## config.mk

```make
export PLATFORM = sky130hd
export DESIGN_NAME = cpre_divider
export DESIGN_NICKNAME = d
export VERILOG_FILES = /design/src/design/cpre_pkg.sv /design/src/design/cpre_divider.sv
export VERILOG_INCLUDE_DIRS = /design/src /design/src/design
export SDC_FILE = /design/constraint.sdc
export NUM_CORES = 1
export LEC_CHECK = 0
export ABC_CLOCK_PERIOD_IN_PS = 3500
export BUFFER_PORTS_ARGS = -buffer_cell sky130_fd_sc_hd__clkbuf_2
export CAP_MARGIN = 20
export CORE_MARGIN = 10
export CORE_UTILIZATION = 35
export CTS_BUF_LIST = sky130_fd_sc_hd__clkbuf_8
export DETAILED_ROUTE_END_ITERATION = 10
export PLACE_DENSITY = 0.53
export SLEW_MARGIN = 20
export SYNTH_ARGS = -nofsm -noshare
export SYNTH_HDL_FRONTEND = slang
export SYNTH_SLANG_ARGS = --single-unit
```

## constraint.sdc

```tcl
create_clock -name clk -period 3.5 [get_ports clk]
set_clock_uncertainty 0.05 [all_clocks]
set_input_delay 0.175 -clock clk [delete_from_list [all_inputs] [get_ports clk]]
set_output_delay 0.175 -clock clk [all_outputs]
set_load 0.02 [all_outputs]
```

## src/design/assert_macros.svh

```systemverilog
// Assertion macros shared by the RTL files of the ratio enumerator.
`ifndef ASSERT_MACROS_SVH
`define ASSERT_MACROS_SVH

// Same-cycle implication, disabled while in reset.
`define ASSERT_IMP(lbl, a, b) \
    lbl: assert property (@(posedge clk) disable iff (!rst_n) (a) |-> (b)) \
        else $error("assertion failed: same-cycle implication");

// Next-cycle implication, disabled while in reset.
`define ASSERT_NEXT(lbl, a, b) \
    lbl: assert property (@(posedge clk) disable iff (!rst_n) (a) |=> (b)) \
        else $error("assertion failed: next-cycle implication");

`endif

```

## src/design/cpre_pkg.sv

```systemverilog
// Package: shared types and constants of the ratio enumerator.
`default_nettype none
package cpre_pkg;

    localparam int NUM_W   = 41;  // base + 40-bit prefix
    localparam int Q_W     = 18;  // Q2.16 ratio
    localparam int FRAC_W  = 16;
    localparam int PFX_W   = 40;
    localparam int WORD_W  = 32;

    localparam logic [Q_W-1:0] RATIO_MAX = {Q_W{1'b1}};

    // Configuration register indexes
    localparam logic [1:0] CFG_LIST_COUNT = 2'd0;
    localparam logic [1:0] CFG_BASE_SUM   = 2'd1;
    localparam logic [1:0] CFG_TOTAL_Y    = 2'd2;

    // Input opcodes
    localparam logic OP_LOAD = 1'b0;
    localparam logic OP_STEP = 1'b1;

    typedef enum logic [2:0] {
        ST_IDLE,
        ST_READ,
        ST_SUM,
        ST_CALC,
        ST_DIV,
        ST_FINISH
    } state_t;

    typedef struct packed {
        logic busy;
        logic done;
    } div_status_t;

endpackage
`default_nettype wire

```

## src/design/cpre_divider.sv

```systemverilog
// Bit-serial restoring divider giving a saturated Q2.16 quotient.
`default_nettype none
module cpre_divider (
    input  wire logic                       clk,
    input  wire logic                       rst_n,
    input  wire logic                       start,
    input  wire logic [cpre_pkg::NUM_W-1:0] num,
    input  wire logic [cpre_pkg::NUM_W-1:0] den,
    output logic [cpre_pkg::Q_W-1:0]        quo,
    output cpre_pkg::div_status_t           status
);
    localparam int N = cpre_pkg::NUM_W;
    localparam int Q = cpre_pkg::Q_W;

    logic [N-1:0] rem_reg;
    logic [Q-1:0] low_reg;
    logic [Q-1:0] q_reg;
    logic         sat_reg;
    logic [4:0]   cnt_reg;
    logic         busy_reg;
    logic         done_reg;

    logic [N:0]   trial;
    logic         fits;

    // One quotient bit per cycle: shift in the next dividend bit, try to subtract
    assign trial = {rem_reg, low_reg[Q-1]};
    assign fits  = trial >= {1'b0, den};

    always_ff @(posedge clk or negedge rst_n)
    begin
        if (!rst_n)
        begin
            busy_reg <= 1'b0;
            done_reg <= 1'b0;
            cnt_reg  <= '0;
        end
        else
        begin
            done_reg <= 1'b0;
            if (start)
            begin
                busy_reg <= 1'b1;
                cnt_reg  <= 5'(Q);
            end
            else if (busy_reg)
            begin
                cnt_reg <= cnt_reg - 5'd1;
                if (cnt_reg == 5'd1)
                begin
                    busy_reg <= 1'b0;
                    done_reg <= 1'b1;
                end
            end
        end
    end

    // Datapath: quotient >= 2^18 exactly when num >= 4*den (also covers den == 0)
    always_ff @(posedge clk)
    begin
        if (start)
        begin
            sat_reg <= {2'b00, num} >= {den, 2'b00};
            rem_reg <= num >> 2;
            low_reg <= {num[1:0], {cpre_pkg::FRAC_W{1'b0}}};
            q_reg   <= '0;
        end
        else if (busy_reg)
        begin
            rem_reg <= fits ? N'(trial - {1'b0, den}) : trial[N-1:0];
            low_reg <= {low_reg[Q-2:0], 1'b0};
            q_reg   <= {q_reg[Q-2:0], fits};
        end
    end

    assign quo         = sat_reg ? cpre_pkg::RATIO_MAX : q_reg;
    assign status.busy = busy_reg;
    assign status.done = done_reg;

`include "assert_macros.svh"
    `ASSERT_NEXT(a_start_busy, start, busy_reg)
    `ASSERT_IMP(a_done_idle, done_reg, !busy_reg)
    `ASSERT_IMP(a_cnt_live, busy_reg, cnt_reg != 5'd0)

endmodule
`default_nettype wire

```

==> impl_results.md <==
- Status: completed
- Vias in the first global route: 5,975
- Measured slew at the worst slew-check pin: 0.954 ns
- Fin. Hold Viols: 0
- Avg Inst Size Synth: 8.40 sq um
- YS warnings: 0
- CP delay by family, top: simple AND/OR/NAND/NOR gates
- Hold path cells: 3
- Area fraction of the dominant cell type after synthesis: 19.1%
- Inserted Diodes: 0
- Reg clk slew, reported paths: 0.09 ns
- Max reg flops: 41
- Drt wl/cell: 16.4 um
- Worst Path Buf+Inv: 1
- Cells after Synth: 787
- Worst Reg-to-Reg Cells: 11
- Yosys cell types: 67
- Slowest CP cell: or4_1
- Synth Cell Area: 6610 sq um
- First-pass GRT wire length: 30.0 mm
- Switching share of power: 44.4%
- Max Cap Viol: 0
- Post-synthesis sequential area ratio: 27.8%
- Placeable Area: 18,600 sq um
- Final ANT Viol Nets: 0
- Clock latency on the worst-skew pair: 0.37 ns
- P_int: 0.00298 W
- Ranking of synthesized cells by area: edfxtp_1 (19%), ha_1 (16%), dfxtp_1 (6.1%)
- Main flop type after synthesis: edfxtp_1
- Metal1 wirelength: 8.81 mm
- Max clock buf depth: 2
- Flop pwr share: 24.2%
- Static Leakage: 3.71 nW
- Final Util: 40.8%
- Clk sinks: 69
- DR vias: 5,852
- Peak supply drop: 0.000278 V
- IO Count: 105
- Root Buffer: clkbuf_8
- Number of synthesized flops with an enable pin: 42
- Initial antenna violation count: 0
- Class of the most critical setup path: reg2reg
- RSZ-0062 raised after global routing: false
- R2r setup slk: 0.28 ns
- H-tree levels: 3
- Yosys top cell by area: edfxtp_1
- Hold Crit Start: num[34]
- Post-route minimum period: 3.22 ns
- Comb pwr share: 61.1%
- Yosys reg bits: 69
- Routed length on met3: 877 um
- CP endpoint kind: register
- Pwr Total: 0.00537 W
- CP cell instances: ha_1 > nand2_1 > nor2_1 > nand4_1 > o21ai_2 > nand4_1 > a31oi_4 > buf_4 > nand2_4 > or4_1 > nand2_1
- TritonCTS clock tree: done
- Clock share of power: 14.8%
- Slew Viols, Final: 0
- Gpl congestion: 0.876
- # DRC: 0
- Starting Density: 35.5%
- Placed cells: 1,107
- Critical Path RT: 3.69 ns
- Switching pwr: 0.00239 W
- Die height: 157 um
- Drt initial violations: 319
- Crit path DAT: 3.42 ns
- Fin crit share: 92.1%
- Fmax: 310 MHz
- Mapped Nets: 955
- Crit start category: register
- Gr usage total: 14.9%
- Die area: 24,800 sq um
- Worst r2r src: rem_reg[14]
- Final HPWL DP: 14.4 mm
- Fraction of layout cells with a size suffix above 1: 18.7%
- Fin cells: 1,124
- CP peak stage delay: 0.52 ns
- Vias per inst: 5.21
- Pwr dens: 706 nW/um^2
- Post-Route WL: 18.4 mm
- Fin nets: 1,053
- Hold Crit Class: in2reg
- Post-synth ARST share: 10.1%
- Grt total ovfl: 0
- Largest net degree at the start of global routing: 92
- Met2 WL post-DR: 8.41 mm
- DR top layer: met4
- Cell row count: 50
- Inserted Clock Buffers: 9
- Setup Buffers After CTS: 0
- RR Endpoint: rem_reg[31]
- Area delta synth->final: 15.0%
- Max-slew headroom: 36.4%
- Setup Viol. Count Final: 0
- Post-route setup TNS: 0 ns
- I/O Buffers: 104
- Die W: 157 um
- Critical Path Fanout Max: 9
- Hold endpoint: rem_reg[32]
- First-pass DRT Iterations: 5
==> cell families (layout without fill, tap and decap cells) <==
logic type	count (synthesis)	count (layout)	synth area share (%)
adder cells (fa/ha/maj)	83	83	15.8
XOR/XNOR	33	33	4.37
buffers and inverters	88	191	5.64
AO/OA/AOI/OAI	233	233	22.3
flip-flops	69	69	27.8
AND/OR/NAND/NOR	241	241	18.0
multiplexers	40	40	6.09
==> layer usage <==
layer	up-vias	GRT usage [%]
li1	3045	-
met1	2685	19.7
met2	108	23.9
met3	14	3.08
met4	0	4.23
met5	-	0
==> repair_timing <==
item / CTS / global route
endpoints found under the hold margin: 7 / 0
setup endpoints to repair: 0 / 3
hold buffers: 1 / 0
gates resized for setup: 0 / 1
==> through the flow <==
| step | setup slack (ns) | area, sq um | hold slack [ns] |
|---|---|---|---|
| after floorplan | 0.533 | 6610 | -0.171 |
| after global placement | 0.332 | 7360 | -0.0255 |
| after detailed placement | 0.250 | 7360 | -0.0221 |
| after CTS | 0.207 | 7600 | 0.0323 |
| after global routing | 0.0165 | 7600 | 0.0600 |
| final | 0.277 | 7600 | 0.0483 |
==> placed cells by master (no fill, tap or decap), types with 8 or more instances in the layout <==
cell / count
a21o_1: 32
a21oi_1: 71
buf_4: 12
clkbuf_2: 103
clkbuf_8: 9
dfxtp_1: 20
edfxtp_1: 42
ha_1: 82
inv_1: 58
mux2i_1: 38
nand2_1: 71
nand2b_1: 8
nand3_1: 15
nand4_1: 15
nor2_1: 52
nor2b_1: 9
nor3_1: 17
o21a_1: 11
o21ai_0: 40
o21ai_1: 20
o21bai_1: 8
or2_2: 18
xnor2_1: 23
xor2_1: 10
==> worst min-delay path: stages <==
cell	delay, ns
clkbuf_2	0.09
nand2_1	0.04
o21ai_1	0.06
==> worst max path at each step <==
stage               slack [ns]           to  cells past startpoint        start
global placement          0.33   rem_reg[9]                     14  low_reg[17]
detailed placement        0.25   rem_reg[9]                     14  low_reg[17]
CTS                       0.21   rem_reg[9]                     14  low_reg[17]
global route              0.02  rem_reg[31]                     11  rem_reg[14]
finish                    0.28  rem_reg[31]                     11  rem_reg[14]
floorplan                 0.53  rem_reg[13]                     14  low_reg[17]
==> power groups by stage <==
| stage | combinational, W | clock [W] | sequential, W |
|---|---|---|---|
| global route | 0.00368 | 0.000838 | 0.00134 |
| global placement | 0.00327 | 0 | 0.00131 |
| detailed placement | 0.00325 | 0 | 0.00131 |
| finish | 0.00328 | 0.000793 | 0.00130 |
| CTS | 0.00328 | 0.000818 | 0.00130 |
| floorplan | 0.00258 | 0 | 0.00127 |
==> layout make-up <==
cell class	count	area (sq um)
Fill cell	1965	11000
Multi-Input combinational cell	630	4410
Sequential cell	69	1840
Timing Repair Buffer	117	621
Tap cell	234	293
Inverter	58	218
Clock buffer	9	124
Clock inverter	7	104
==> Yosys cell counts (7+ instances only) <==
cell,n
ha_1,82
a21oi_1,71
nand2_1,71
inv_1,58
nor2_1,52
edfxtp_1,42
o21ai_0,40
mux2i_1,38
a21o_1,32
xnor2_1,23
dfxtp_1,20
o21ai_1,20
or2_2,18
nor3_1,17
nand3_1,15
nand4_1,15
clkbuf_1,14
o21a_1,11
xor2_1,10
nor2b_1,9
nand2b_1,8
o21bai_1,8
a31oi_1,7
dfrtp_1,7
nor3b_1,7
Note: power is estimated with default switching activity, not from simulation.
